### config.mk
export PLATFORM = sky130hd
export DESIGN_NAME = framed_byte_queue
export DESIGN_NICKNAME = d
export VERILOG_FILES = /design/src/hw/rtl/fbq_pkg.sv /design/src/hw/rtl/fbq_ram.sv /design/src/hw/rtl/fbq_step.sv /design/src/hw/rtl/fbq_ctrl.sv /design/src/hw/rtl/framed_byte_queue.sv
export VERILOG_INCLUDE_DIRS = /design/src /design/src/hw/rtl
export SDC_FILE = /design/constraint.sdc
export NUM_CORES = 1
export LEC_CHECK = 0
export BUFFER_PORTS_ARGS = -buffer_cell sky130_fd_sc_hd__buf_2
export CORE_MARGIN = 3
export CORE_UTILIZATION = 55
export CTS_CLUSTER_DIAMETER = 80
export DETAILED_ROUTE_END_ITERATION = 7
export PLACE_DENSITY = 0.83
export SETUP_SLACK_MARGIN = 0.05
export SLEW_MARGIN = 15
export SYNTH_ARGS = -nofsm -noshare
export SYNTH_HDL_FRONTEND = slang
export SYNTH_SLANG_ARGS = --single-unit
### constraint.sdc
create_clock -name clk -period 12.5 [get_ports clk]
set_input_delay 0.625 -clock clk [delete_from_list [all_inputs] [get_ports clk]]
set_output_delay 0.625 -clock clk [all_outputs]
set_load 0.1 [all_outputs]
### src/hw/rtl/assert_macros.svh
// Assertion macros shared by the RTL of the framed byte queue.
// No dependencies; define NO_ASSERTIONS to compile the checks out.
`ifndef ASSERT_MACROS_SVH
`define ASSERT_MACROS_SVH
`ifndef NO_ASSERTIONS
// Check a property on every rising clock edge outside reset.
`define FBQ_ASSERT(lbl, clk, rst, prop) \
  lbl: assert property (@(posedge clk) disable iff (rst) (prop)) \
    else $error("assertion failed: lbl");
// Check that a condition never holds outside reset.
`define FBQ_ASSERT_NEVER(lbl, clk, rst, cond) \
  lbl: assert property (@(posedge clk) disable iff (rst) !(cond)) \
    else $error("forbidden condition seen: lbl");
`else
`define FBQ_ASSERT(lbl, clk, rst, prop)
`define FBQ_ASSERT_NEVER(lbl, clk, rst, cond)
`endif
`endif

### src/hw/rtl/fbq_pkg.sv
// Package of the framed byte queue: operation codes, result status codes
// and frame marker bytes. No dependencies.
package fbq_pkg;

  localparam logic OP_WRITE = 1'b0;
  localparam logic OP_FLUSH = 1'b1;

  typedef enum logic [1:0] {
    STATUS_STORED  = 2'd0,
    STATUS_DROPPED = 2'd1,
    STATUS_FRAME   = 2'd2
  } status_t;

  localparam logic [7:0] HEAD_BYTE0  = 8'hBE;
  localparam logic [7:0] HEAD_BYTE1  = 8'hEF;
  localparam logic [7:0] TRAIL_BYTE0 = 8'hDE;
  localparam logic [7:0] TRAIL_BYTE1 = 8'hAD;

endpackage

### src/hw/rtl/fbq_ram.sv
// Generic single-write, single-read RAM with a registered read port.
// No dependencies.
module fbq_ram #(
  parameter int WIDTH = 8,
  parameter int DEPTH = 32
) (
  input  logic                     clk,
  input  logic                     wr_en,
  input  logic [$clog2(DEPTH)-1:0] wr_addr,
  input  logic [WIDTH-1:0]         wr_data,
  input  logic [$clog2(DEPTH)-1:0] rd_addr,
  output logic [WIDTH-1:0]         rd_data
);

  logic [WIDTH-1:0] mem [DEPTH];

  always_ff @(posedge clk) begin
    if (wr_en) begin
      mem[wr_addr] <= wr_data;
    end
    rd_data <= mem[rd_addr];
  end

endmodule

### src/hw/rtl/fbq_step.sv
// Shared pointer/count step unit of the framed byte queue: wrap-around
// pointer increment and fill count adjust. No dependencies.
module fbq_step #(
  parameter int DEPTH = 32
) (
  input  logic [$clog2(DEPTH)-1:0]   ptr,
  input  logic [$clog2(DEPTH+1)-1:0] count,
  input  logic                       down,
  output logic [$clog2(DEPTH)-1:0]   ptr_inc,
  output logic [$clog2(DEPTH+1)-1:0] count_adj
);

  localparam int PW = $clog2(DEPTH);
  localparam int CW = $clog2(DEPTH + 1);
  localparam logic [PW-1:0] PTR_LAST = PW'(DEPTH - 1);

  // Wrap at DEPTH, which need not be a power of two.
  assign ptr_inc   = (ptr == PTR_LAST) ? '0 : ptr + PW'(1);
  assign count_adj = down ? count - CW'(1) : count + CW'(1);

endmodule

### src/hw/rtl/fbq_ctrl.sv
// Sequencer of the framed byte queue: pointers, fill count, flush framing
// and the result register. Uses fbq_pkg, fbq_step and assert_macros.svh.
`include "assert_macros.svh"
module fbq_ctrl #(
  parameter int DEPTH = 32
) (
  input  logic                       clk,
  input  logic                       rst,
  input  logic                       req_valid,
  output logic                       req_stall,
  input  logic                       operation,
  input  logic [7:0]                 data_byte,
  output logic                       res_valid,
  input  logic                       res_stall,
  output logic [7:0]                 out_byte,
  output logic [1:0]                 status,
  output logic                       last,
  output logic                       wr_en,
  output logic [$clog2(DEPTH)-1:0]   wr_addr,
  output logic [7:0]                 wr_data,
  output logic [$clog2(DEPTH)-1:0]   rd_addr,
  input  logic [7:0]                 rd_data
);

  localparam int PW = $clog2(DEPTH);
  localparam int CW = $clog2(DEPTH + 1);
  localparam logic [CW-1:0] COUNT_FULL = CW'(DEPTH);
  localparam logic [CW-1:0] COUNT_ONE  = CW'(1);

  typedef enum logic [5:0] {
    S_IDLE   = 6'b000001,
    S_HEAD0  = 6'b000010,
    S_HEAD1  = 6'b000100,
    S_DATA   = 6'b001000,
    S_TRAIL0 = 6'b010000,
    S_TRAIL1 = 6'b100000
  } state_t;

  state_t              state, state_next;
  logic [PW-1:0]       rptr, rptr_next;
  logic [PW-1:0]       wptr, wptr_next;
  logic [CW-1:0]       count, count_next;
  logic                out_free;
  logic                load;
  logic [7:0]          ld_byte;
  fbq_pkg::status_t    ld_status;
  logic                ld_last;
  logic [PW-1:0]       step_ptr;
  logic [PW-1:0]       ptr_inc;
  logic [CW-1:0]       count_adj;
  logic                step_down;

  assign out_free  = !res_valid || !res_stall;
  assign req_stall = !((state == S_IDLE) && out_free);

  // One step unit serves the write pointer on writes, the read pointer while draining.
  assign step_down = (state == S_DATA);
  assign step_ptr  = step_down ? rptr : wptr;

  fbq_step #(.DEPTH(DEPTH)) u_step (
    .ptr       (step_ptr),
    .count     (count),
    .down      (step_down),
    .ptr_inc   (ptr_inc),
    .count_adj (count_adj)
  );

  always_comb begin
    state_next = state;
    rptr_next  = rptr;
    wptr_next  = wptr;
    count_next = count;
    load       = 1'b0;
    ld_byte    = '0;
    ld_status  = fbq_pkg::STATUS_FRAME;
    ld_last    = 1'b0;
    wr_en      = 1'b0;
    unique case (state)
      S_IDLE: begin
        if (req_valid && out_free) begin
          if (operation == fbq_pkg::OP_WRITE) begin
            load    = 1'b1;
            ld_last = 1'b1;
            if (count == COUNT_FULL) begin
              ld_status = fbq_pkg::STATUS_DROPPED;
            end else begin
              ld_status  = fbq_pkg::STATUS_STORED;
              wr_en      = 1'b1;
              wptr_next  = ptr_inc;
              count_next = count_adj;
            end
          end else begin
            state_next = S_HEAD0;
          end
        end
      end
      S_HEAD0: begin
        if (out_free) begin
          load       = 1'b1;
          ld_byte    = fbq_pkg::HEAD_BYTE0;
          state_next = S_HEAD1;
        end
      end
      S_HEAD1: begin
        if (out_free) begin
          load       = 1'b1;
          ld_byte    = fbq_pkg::HEAD_BYTE1;
          state_next = (count == '0) ? S_TRAIL0 : S_DATA;
        end
      end
      S_DATA: begin
        if (out_free) begin
          load       = 1'b1;
          ld_byte    = rd_data;
          rptr_next  = ptr_inc;
          count_next = count_adj;
          if (count == COUNT_ONE) begin
            state_next = S_TRAIL0;
          end
        end
      end
      S_TRAIL0: begin
        if (out_free) begin
          load       = 1'b1;
          ld_byte    = fbq_pkg::TRAIL_BYTE0;
          state_next = S_TRAIL1;
        end
      end
      S_TRAIL1: begin
        if (out_free) begin
          load       = 1'b1;
          ld_byte    = fbq_pkg::TRAIL_BYTE1;
          ld_last    = 1'b1;
          state_next = S_IDLE;
        end
      end
      default: begin
        state_next = S_IDLE;
      end
    endcase
  end

  // Read ahead: address the RAM with the pointer the next cycle will hold.
  assign rd_addr = rptr_next;
  assign wr_addr = wptr;
  assign wr_data = data_byte;

  always_ff @(posedge clk) begin
    if (rst) begin
      state     <= S_IDLE;
      rptr      <= '0;
      wptr      <= '0;
      count     <= '0;
      res_valid <= 1'b0;
    end else begin
      state <= state_next;
      rptr  <= rptr_next;
      wptr  <= wptr_next;
      count <= count_next;
      if (load) begin
        res_valid <= 1'b1;
      end else if (!res_stall) begin
        res_valid <= 1'b0;
      end
    end
  end

  always_ff @(posedge clk) begin
    if (load) begin
      out_byte <= ld_byte;
      status   <= ld_status;
      last     <= ld_last;
    end
  end

  `FBQ_ASSERT_NEVER(a_count_bound, clk, rst, count > COUNT_FULL)
  `FBQ_ASSERT(a_empty_ptrs, clk, rst, (count == '0) |-> (rptr == wptr))
  `FBQ_ASSERT(a_drained, clk, rst, (state == S_TRAIL0) |-> (count == '0))
  `FBQ_ASSERT(a_write_room, clk, rst, wr_en |-> (count < COUNT_FULL))
  `FBQ_ASSERT(a_take_idle, clk, rst, (!req_stall) |-> (state == S_IDLE))

endmodule

### src/hw/rtl/framed_byte_queue.sv
// Top level of the framed byte queue: byte store RAM plus sequencer.
// Uses fbq_pkg, fbq_ram, fbq_step and fbq_ctrl.
//
// Usage:
//   Request channel (req_valid / req_stall): operation selects a write of
//   data_byte or a flush. A write stores the byte at the tail of a circular
//   queue of DEPTH bytes; with the queue full the byte is dropped instead.
//   Result channel (res_valid / res_stall): a write returns one result,
//   status stored or dropped, out_byte zero, last set. A flush returns the
//   frame BE EF, every stored byte oldest first, then DE AD, all with
//   status frame and last set only on AD; the queue is empty afterwards.
// Timing:
//   A write's result is valid the cycle after the request; back-to-back
//   writes run at one per cycle while results are taken. A flush holds
//   req_stall while the sequencer loads BE in HEAD0, EF in HEAD1, each
//   stored byte in DATA, then DE in TRAIL0 and AD in TRAIL1.
// Reset clears pointers, fill count and the result valid flag; the byte
// store is not cleared, since only written entries are ever read.
// A stalled result holds in the output register; the sequencer waits and
// no request is taken until it drains.
module framed_byte_queue #(
  parameter int DEPTH = 32
) (
  input  logic       clk,
  input  logic       rst,
  input  logic       req_valid,
  output logic       req_stall,
  input  logic       operation,
  input  logic [7:0] data_byte,
  output logic       res_valid,
  input  logic       res_stall,
  output logic [7:0] out_byte,
  output logic [1:0] status,
  output logic       last
);

  localparam int PW = $clog2(DEPTH);

  // Byte store port signals between sequencer and RAM.
  logic          wr_en;
  logic [PW-1:0] wr_addr;
  logic [7:0]    wr_data;
  logic [PW-1:0] rd_addr;
  logic [7:0]    rd_data;

  fbq_ram #(
    .WIDTH (8),
    .DEPTH (DEPTH)
  ) u_store (
    .clk     (clk),
    .wr_en   (wr_en),
    .wr_addr (wr_addr),
    .wr_data (wr_data),
    .rd_addr (rd_addr),
    .rd_data (rd_data)
  );

  fbq_ctrl #(.DEPTH(DEPTH)) u_ctrl (
    .clk       (clk),
    .rst       (rst),
    .req_valid (req_valid),
    .req_stall (req_stall),
    .operation (operation),
    .data_byte (data_byte),
    .res_valid (res_valid),
    .res_stall (res_stall),
    .out_byte  (out_byte),
    .status    (status),
    .last      (last),
    .wr_en     (wr_en),
    .wr_addr   (wr_addr),
    .wr_data   (wr_data),
    .rd_addr   (rd_addr),
    .rd_data   (rd_data)
  );

endmodule

## Word-level counts from Yosys, hierarchy flattened

Memory sizes are Yosys's and may differ from the RTL's. A register that Yosys moved wholly into a read port is not among the register bits.
Index checks and enable logic that the tools add are counted.

- Bits in latches: 0
- Memory bits (writable): 256
- Bits of input ports: 13
- Memory bits (read-only): 0
- Memories: 1
- Output and inout bits: 13
- Logic and storage cells: 89
- Register bits after elaboration: 34

Memory list:

| memory | words | bits a word | rd ports | clocked after Yosys merged registers in | write ports | RTL line | RTL |
|---|---|---|---|---|---|---|---|
| u_store.mem | 32 | 8 | 1 | 1 | 1 | fbq_ram.sv:15 | `logic [WIDTH-1:0] mem [DEPTH];` |

- Magnitude comparators: 0
- Multiplexer cells: 40
- $add $sub $neg: 3
- Shift-type cells: 0
- Divide/modulo/power cells: 0
- Equality and inequality tests: 20
- Reductions and logical operators: 13
- Multipliers: 0
- Bitwise logic cells: 4

Operator list:

| operator | number |
|---|---|
| $mux W6 | 13 |
| $mux W8 | 5 |
| $pmux W8 S5 | 1 |
| $pmux W6 S6 | 1 |
| $mux W5 | 5 |
| $eq A6 B1 Y1 const B | 2 |
| $eq A6 B6 Y1 const B | 2 |
| $mux W1 | 12 |
| $ne A2 B1 Y1 const B | 6 |
| $pmux W6 S2 | 1 |
| $ne A2 B2 Y1 const B | 5 |
| $reduce_and A8 Y1 | 1 |
| $add A6 B1 Y6 const B | 1 |
| $eq A6 B2 Y1 const B | 1 |
| $eq A6 B3 Y1 const B | 1 |
| $eq A6 B4 Y1 const B | 1 |
| $eq A6 B5 Y1 const B | 1 |
| $logic_not A6 Y1 | 1 |
| $sub A6 B1 Y6 const B | 1 |
| $add A5 B1 Y5 const B | 1 |
| $eq A5 B5 Y1 const B | 1 |
| $reduce_and A5 Y1 | 1 |
| $reduce_or A5 Y1 | 1 |
| $not A1 Y1 | 4 |
| 7 further kinds | 11 |

## Longest topological paths before layout

Gate-level depths: netlist of the first run.

- Depth in word-level cells: 7
- Depth in mapped cells: 20
- Depth with buffers taken out: 14

## Cells and area by module

From an unflattened synthesis of the first run, not the netlist that was laid out.

- Cells, all modules: 640
- Area total of the unflattened synthesis: 12161.7 µm²

By module, submodules not included:

| module | cells an instance | sequential area each (µm²) | area each (µm²) | times used |
|---|---|---|---|---|
| fbq_ram | 417 | 7847.5 | 10053.4 | 1 |
| fbq_ctrl | 195 | 790.8 | 1865.5 | 1 |
| fbq_step | 28 | 0.0 | 242.7 | 1 |

## Worst setup path after synthesis of the first run

Ideal clock, no wire load.

- Kind: flip-flop to flip-flop
- Start: register u_ctrl.state[1]
- End: register u_store.rd_data[6], read port of u_store.mem
- Path buffers: 6
- Arrival: 3.860 ns
- Cell stages (with the launch flop): 20
- Slack: 8.510 ns
- Cell sequence: dfxtp_1 buf_6 or4b_1 buf_2 nor3_1 clkbuf_1 nand2_1 nand2_1 ha_1 a21boi_0 ha_1 clkbuf_1 nor2_1 o31ai_1 and2_1 buf_2 buf_1 mux2i_1 a32oi_1 nand4_1

- Cells in the longest elaborated chain, start to end: 6

Ends and longest elaborated chain:

| item | RTL line | RTL |
|---|---|---|
| from (decl) | fbq_ctrl.sv:39 | `state_t state, state_next;` |
| from (signal assigned) | fbq_ctrl.sv:156 | `state <= state_next;` |
| $eq A6 B4 Y1 * | fbq_ctrl.sv:57, fbq_ctrl.sv:78 |  |
| $mux W5 | fbq_ctrl.sv:58 | `assign step_ptr = step_down ? rptr : wptr;` |
| $add A5 B1 Y5 or $eq A5 B5 Y1 (tied branches) | fbq_step.sv:18 | `assign ptr_inc = (ptr == PTR_LAST) ? '0 : ptr + PW'(1);` |
| $mux W5 | fbq_step.sv:18 |  |
| $mux W5 | fbq_ctrl.sv:112 | `if (out_free) begin` |
| $mux W5 * | fbq_ctrl.sv:78 | `unique case (state)` |
| to (decl) | fbq_ram.sv:12 | `output logic [WIDTH-1:0] rd_data` |

Mark *: on every way between the ends. The rest lies on a longest branch, timed or not.
A chain may end at the register's enable or synchronous reset.

## Worst setup path in the final report of the first run

- Start: register u_ctrl.state[3]
- End: register u_store.rd_data[1], read port of u_store.mem

Same word-level chain as after synthesis.

==> impl_summary.log, run 1 <==
INFO  metric viasPerCell = 6.355
INFO  metric timing.critical_path.depth = 14
INFO  metric dp_worst_setup_slack = 6.592 ns
INFO  metric timing.fmax = 0.1765 GHz
INFO  metric global_route.overflow_total = 0
INFO  metric clk_transition_reported_paths = 0.06 ns
INFO  metric synthesis.instances = 929
INFO  metric postSynthAreaPerCell = 13.20 µm²
INFO  metric class_of_the_tightest_hold_or_removal_check = in2reg
INFO  metric seq_power_share = 0.529
INFO  metric hpwl = 16.71 mm
INFO  metric synthesis.area = 12260 µm²
INFO  metric critical_path.n_buffers_inverters = 1
INFO  metric synth.distinct_cells = 54
INFO  metric start_util = 0.5602
INFO  metric cts-buffers-inserted = 29
INFO  metric syn_to_final_growth = 10.15%
INFO  metric drc = 0
INFO  metric antenna_cells_inserted = 0
INFO  metric timing.final.crit_share = 0.4531
INFO  metric grt_pass1_wl = 43.23 mm
INFO  metric first_global_vias = 7676
INFO  metric crit_slowest_cell = buf_4
INFO  metric postCtsSetupRepairBufs = 0
INFO  metric path_class = reg2reg
INFO  metric dpl-instance-area = 12540 µm²
INFO  metric final_hold_viol_count = 0
INFO  metric timing.critical_path.cells = or4b_1 > nor3_2 > nand2_1 > nand2_1 > ha_1 > a21boi_0 > ha_1 > or4_1 > and2_4 > buf_4 > mux2i_1 > mux2i_1 > a32oi_1 > nand4_1
INFO  metric drtAntennaViolNets = 0
INFO  metric drt_iter0_markers = 985
INFO  metric post_layout_worst_setup_margin = 6.836 ns
INFO  metric post-route-cell-area = 13510 µm²
INFO  metric crit_path_end_kind = register
INFO  metric worst_setup_skew_after_layout = 0.01846 ns
INFO  metric floorplan.core_area = 21890 µm²
INFO  metric port_buffers = 25
INFO  metric drive_above_1_share = 0.08714
INFO  metric register_bit_total_from_synthesis = 298
INFO  metric intPower = 1.640 mW
INFO  metric placed_cells = 1190
INFO  metric worst_path_largest_cell_delay = 0.81 ns
INFO  metric grt_start_max_net_pins = 64
INFO  metric synth_seq_area_share = 0.7044
INFO  metric wire_per_inst = 22.37 µm
INFO  metric design.final.nets = 960
INFO  metric cts_buffer_depth = 3
INFO  metric timing_max_transition_violations_final = 0
INFO  metric fin_cells = 1244
INFO  metric die-width = 155.3 µm
INFO  metric synth_nets = 948
INFO  metric synth-main-ff-cell = edfxtp_1
INFO  metric postLayoutCoreUtil = 0.6171
INFO  metric cts_root_buf = clkbuf_16
INFO  metric design.portCount = 26
INFO  metric whs = 0.4115 ns
INFO  metric crit-reg2reg-capture = u_store.rd_data[1]
INFO  metric worstSetupEndpoint = u_store.rd_data[1]
INFO  metric die-height = 155.3 µm
INFO  metric antenna_found_initial = 0
INFO  metric hold_fix_buffers_at_cts = 0
INFO  metric sw_frac_of_total = 0.2156
INFO  metric synthesis.yosys.warnings = 0
INFO  metric vias = 7905
INFO  metric reg2reg_depth = 14
INFO  metric grt_util_all_layers = 0.2297
INFO  metric power = 2.091 mW
INFO  metric gp_congestion = 0.8962
INFO  metric cts.repair.resized = 0
INFO  metric h_tree_depth_reported_by_cts = 1
INFO  metric p_comb_frac = 0.049
INFO  metric report.final.setup_viol = 0
INFO  metric rsz_0062_raised_after_global_routing = no
INFO  metric clkLatencyLatePin = 0.55 ns
INFO  metric timing.critical_path.arrival = 6.08 ns
INFO  metric max_cap_viol_count = 0
INFO  metric final.setup.tns = 0 ns
INFO  metric worst_path_dominant_cell_family = simple AND/OR/NAND/NOR gates
INFO  metric tritoncts = built
INFO  metric timing_worst_slew_pin_value = 1.056 ns
INFO  metric cp.required = 12.91 ns
INFO  metric status = finished clean
INFO  metric first_element_of_the_critical_path = u_ctrl.state[3]
INFO  metric pwr-share-clk = 0.421
INFO  metric synth_enable_flop_cells = 267
INFO  metric detail_route.first_pass.iterations = 6
INFO  metric power.leakage = 4.852 nW
INFO  metric power_density = 154.8 nW/µm²
INFO  metric nFillCells = 1579
INFO  metric finalWorstPathRequiredPeriod = 5.664 ns
INFO  metric placement_rows = 54
INFO  metric cts.sink_count = 298
INFO  metric reg2reg_slack = 6.84 ns
INFO  metric worstSetupStartpointType = register
INFO  metric die_area = 24120 µm²
INFO  metric power.ir.vdd_worst = 0.1216 mV
INFO  metric rr_startpoint = u_ctrl.state[3]
INFO  metric relSlewSlack = 0.2935
INFO  metric switching_power = 0.4509 mW
INFO  metric finalWirelength = 27.83 mm
INFO  metric path_max_fanout = 63
INFO  metric async_flop_share = 0
-- Yosys cell counts (4+ instances only) --
cell type / instances / share of area
nand2_1: 188 / 0.058
xnor2_1: 10 / 0.0071
nand4_1: 26 / 0.013
buf_1: 4 / 0.0012
nand3b_1: 7 / 0.0043
nor2b_1: 5 / 0.0026
nand3_1: 64 / 0.026
clkbuf_1: 23 / 0.0070
o21ai_0: 7 / 0.0029
a211oi_1: 4 / 0.0024
dfxtp_1: 31 / 0.051
a21oi_1: 18 / 0.0073
nor3_1: 7 / 0.0029
nor2_1: 68 / 0.021
or3_1: 4 / 0.0020
a21o_1: 4 / 0.0024
edfxtp_1: 267 / 0.65
buf_6: 7 / 0.0064
a32oi_1: 39 / 0.028
inv_1: 7 / 0.0021
mux2i_1: 67 / 0.055
ha_1: 6 / 0.0061
nand2b_1: 5 / 0.0026
buf_2: 17 / 0.0069
-- cell type report --
| cell class | count | area [µm²] | share of cell area |
|---|---|---|---|
| tap | 280 | 350.3 | 0.02594 |
| clock buffer | 44 | 832.0 | 0.06160 |
| timing repair buffer | 32 | 177.7 | 0.01315 |
| inverter | 7 | 26.28 | 0.001945 |
| clock inverter | 10 | 135.1 | 0.01000 |
| sequential | 298 | 8638 | 0.6395 |
| multi-input combinational | 573 | 3348 | 0.2479 |
-- layer usage --
metal,vias to the layer above,share of wire,GRT usage
met2,442,0.48,0.3771
met3,76,0.099,0.04840
met1,3881,0.39,0.3110
met4,0,0.030,0.07211
met5,-,0,0
li1,3506,-,-
-- power groups by stage --
stage / Clock, mW / Combinational, mW / Sequential, mW
2_1_floorplan: 0 / 0.0487 / 1.15
3_3_place_gp: 0 / 0.101 / 1.13
3_5_place_dp: 0 / 0.103 / 1.13
4_1_cts: 0.888 / 0.103 / 1.11
5_1_grt: 0.930 / 0.110 / 1.11
6_report: 0.881 / 0.103 / 1.11
-- cell usage in the layout (no fill, tap or decap), types with 5 or more instances in the layout --
cell       netlist  final
ha_1             6      6
nand2b_1         5      5
dfxtp_1         31     31
a32oi_1         39     39
nor3_1           7      6
a21oi_1         18     18
nor2b_1          5      5
edfxtp_1       267    267
o21ai_0          7      7
nor2_1          68     68
nand3b_1         7      7
clkinv_2         0      5
nand4_1         26     26
buf_2           17     25
buf_4            0      7
mux2i_1         67     67
clkbuf_16        0     29
clkbuf_1        23     10
inv_1            7      7
nand3_1         64     64
nand2_1        188    187
xnor2_1         10     10
clkbuf_8         0      5
-- flip-flops by register name, summed over array words and instances, names as in the netlist --
| signal | cells |
|---|---|
| u_ctrl.res_valid | 1 |
| u_ctrl.status | 2 |
| u_store.mem | 256 |
| u_ctrl.state | 6 |
| u_ctrl.count | 6 |
| u_ctrl.out_byte | 8 |
| u_ctrl.last | 1 |
| u_store.rd_data | 8 |
| u_ctrl.rptr | 5 |
| u_ctrl.wr_addr | 5 |
-- tightest hold or removal path: stages --
cell,delay [ns]
buf_2,0.11
nand3_1,0.08
a221oi_1,0.08
-- cell families (layout without fill, tap and decap cells) --
kind of cell / Yosys count / after routing / synth area share
multiplexers: 68 / 68 / 0.05561
adder cells (fa/ha/maj): 6 / 6 / 0.006122
XOR/XNOR: 10 / 10 / 0.007142
AO/OA/AOI/OAI: 95 / 95 / 0.05806
AND/OR/NAND/NOR: 394 / 394 / 0.1449
buffers and inverters: 58 / 93 / 0.02377
flip-flops: 298 / 298 / 0.7044
-- how the worst min path moves through the flow --
stage                   start         endpoint  slack [ns]  cells after the start
2_1_floorplan  u_ctrl.rptr[4]   u_ctrl.rptr[4]        0.47                      2
3_3_place_gp   u_ctrl.rptr[4]   u_ctrl.rptr[4]        0.48                      2
3_5_place_dp   u_ctrl.rptr[4]   u_ctrl.rptr[4]        0.52                      2
4_1_cts             req_valid  u_ctrl.state[1]        0.41                      3
5_1_grt             req_valid  u_ctrl.state[1]        0.44                      3
6_report            req_valid  u_ctrl.state[1]        0.41                      3
No activity file was read; power rests on OpenSTA's default activity.
==> run 2, diff against run 1 <==
Clock period 12.5 ns to 5.8 ns, I/O delays scaled along.
==> run 2 against run 1 <==
Total power up 110%. Clock skew up 0.0034 ns. Global-route usage up 0.67 points. Critical endpoint is now u_store.rd_data[5]. Highest routed layer unchanged.
==> impl_summary.log, run 2 (synthesis gave the netlist of run 1 again) <==
INFO  metric start_util = 0.5602
INFO  metric floorplan.core_area = 21890 µm²
INFO  metric finalWorstPathRequiredPeriod = 4.744 ns
INFO  metric reg2reg_depth = 16
INFO  metric largestRegisters = u_store.mem: 256 flops, u_ctrl.out_byte: 8 flops, u_store.rd_data: 8 flops
INFO  metric timing.hold.worst.start = req_valid
INFO  metric power.leakage = 4.859 nW
INFO  metric clkLatencyLatePin = 0.55 ns
INFO  metric timing.critical_path.arrival = 5.21 ns
INFO  metric placement_rows = 54
INFO  metric global_route.overflow_total = 0
INFO  metric register_containing_the_most_flip_flops_in_the_final_layout = u_store.mem
INFO  metric wire_per_inst = 22.88 µm
INFO  metric crit_path_end_kind = register
INFO  metric worstHoldEndpoint = u_ctrl.state[0]
INFO  metric cts-buffers-inserted = 29
INFO  metric status = finished clean
INFO  metric cts.sink_count = 298
INFO  metric fin_cells = 1252
INFO  metric max_cap_viol_count = 0
INFO  metric crit_slowest_cell = or4b_1
INFO  metric timing_worst_slew_pin_value = 0.9630 ns
INFO  metric timing.fmax = 0.2108 GHz
INFO  metric timing_max_transition_violations_final = 0
INFO  metric antenna_found_initial = 0
INFO  metric path_class = reg2reg
INFO  metric drt_iter0_markers = 963
INFO  metric cts_root_buf = clkbuf_16
INFO  metric h_tree_depth_reported_by_cts = 1
INFO  metric hold_fix_buffers_at_cts = 0
INFO  metric reg2reg_slack = 1.06 ns
INFO  metric drtAntennaViolNets = 0
INFO  metric worst_path_largest_cell_delay = 0.65 ns
INFO  metric timing.critical_path.cells = or4b_1 > nor3_1 > buf_4 > nand2_1 > nand2_1 > ha_1 > a21boi_0 > ha_1 > or4_1 > and2_4 > buf_12 > buf_4 > nand2_1 > a32oi_1 > nand4_1 > nand4_1
INFO  metric syn_to_final_growth = 9.999%
INFO  metric timing.final.crit_share = 0.8179
INFO  metric die-width = 155.3 µm
INFO  metric timing.critical_path.depth = 16
INFO  metric port_buffers = 25
INFO  metric postLayoutCoreUtil = 0.6162
INFO  metric relSlewSlack = 0.3557
INFO  metric grt_start_max_net_pins = 63
INFO  metric worst_setup_skew_after_layout = 0.02190 ns
INFO  metric critical_path.n_buffers_inverters = 3
INFO  metric viasPerCell = 6.363
INFO  metric first_global_vias = 7872
INFO  metric final.setup.tns = 0 ns
INFO  metric power = 4.381 mW
INFO  metric rsz_0062_raised_after_global_routing = no
INFO  metric gp_congestion = 0.8817
INFO  metric die-height = 155.3 µm
INFO  metric drc = 0
INFO  metric class_of_the_tightest_hold_or_removal_check = in2reg
INFO  metric vias = 7966
INFO  metric rr_startpoint = u_ctrl.state[3]
INFO  metric worst_path_dominant_cell_family = simple AND/OR/NAND/NOR gates
INFO  metric cts.repair.resized = 0
INFO  metric hpwl = 17.49 mm
INFO  metric report.final.setup_viol = 0
INFO  metric final_hold_viol_count = 0
INFO  metric design.portCount = 26
INFO  metric grt_busiest_layer = met2
INFO  metric largest_register_ff_count = 256
INFO  metric final_common_cell = edfxtp_1
INFO  metric layout_common_cells = 267 x edfxtp_1, 187 x nand2_1, 68 x nor2_1
INFO  metric cts_buffer_depth = 3
INFO  metric detail_route.first_pass.iterations = 7
INFO  metric path_max_fanout = 62
INFO  metric power_density = 324.8 nW/µm²
INFO  metric placed_cells = 1198
INFO  metric met3_usage = 0.03950
INFO  metric drive_above_1_share = 0.08745
INFO  metric grt_util_all_layers = 0.2365
INFO  metric cp.required = 6.27 ns
INFO  metric grt_pass1_wl = 44.28 mm
INFO  metric gr_layer_usage_met1 = 0.3220
INFO  metric design.final.nets = 968
INFO  metric die_area = 24120 µm²
INFO  metric critPathMostFrequentCell = nand2_1
INFO  metric worstSetupStartpointType = register
INFO  metric clk_transition_reported_paths = 0.06 ns
INFO  metric power.ir.vdd_worst = 0.2772 mV
INFO  metric postCtsSetupRepairBufs = 0
INFO  metric tritoncts = built
INFO  metric global_route_met2_utilization = 0.3839
INFO  metric crit-reg2reg-capture = u_store.rd_data[5]
INFO  metric worst_hold_path.num_cells = 3
INFO  metric finalWirelength = 28.64 mm
INFO  metric antenna_cells_inserted = 0
## run 2: changes by cell type in the layout (fill, tap and decap cells not counted), sizes merged
cell,before,now
buf,32,40
bufinv,3,2
clkbuf,44,34
clkinv,5,17
inv,9,8
## run 2: cell type report
type	instances	area (µm²)
clock buffer	34	744.5
clock inverter	20	141.4
fill	1604	8402
inverter	7	26.28
multi-input combinational	573	3338
sequential	298	8638
tap	280	350.3
timing repair buffer	40	250.2
## run 2: how the worst max path moves through the flow
stage | start | to | slack, ns
detailed placement | u_ctrl.state[3] | u_store.rd_data[3] | 1.18
CTS | u_ctrl.state[3] | u_store.rd_data[3] | 1.09
floorplan | u_ctrl.state[1] | u_store.rd_data[6] | 1.81
global placement | u_ctrl.state[3] | u_store.rd_data[7] | 1.31
global route | u_ctrl.state[3] | u_store.rd_data[7] | 0.64
finish | u_ctrl.state[3] | u_store.rd_data[5] | 1.06
## run 2: layer usage
metal | wire [µm] | share of wire | up-vias
li1 | - | - | 3518
met1 | 10540 | 0.37 | 3857
met2 | 13830 | 0.48 | 502
met3 | 3126 | 0.11 | 89
met4 | 1145 | 0.040 | 0
met5 | 0 | 0 | -
## run 2: power by group
group / switching (mW) / internal, mW / total, mW
clock network: 0.768 / 1.00 / 1.77
logic: 0.179 / 0.0473 / 0.226
registers: 0.0217 / 2.36 / 2.39
total: 0.968 / 3.41 / 4.38
## run 2: stage by stage
stage | hold WS, ns | instance area (µm²) | worst slack [ns]
floorplan | 0.3889 | 12260 | 1.810
global placement | 0.4785 | 12600 | 1.308
detailed placement | 0.5260 | 12600 | 1.177
CTS | 0.07242 | 13490 | 1.089
global route | 0.09911 | 13490 | 0.6376
finish | 0.08343 | 13490 | 1.056
## run 2: tightest hold or removal path, stage by stage
cell and delay [ns]:
buf_2 0.11, nand3_1 0.08, o31a_1 0.11
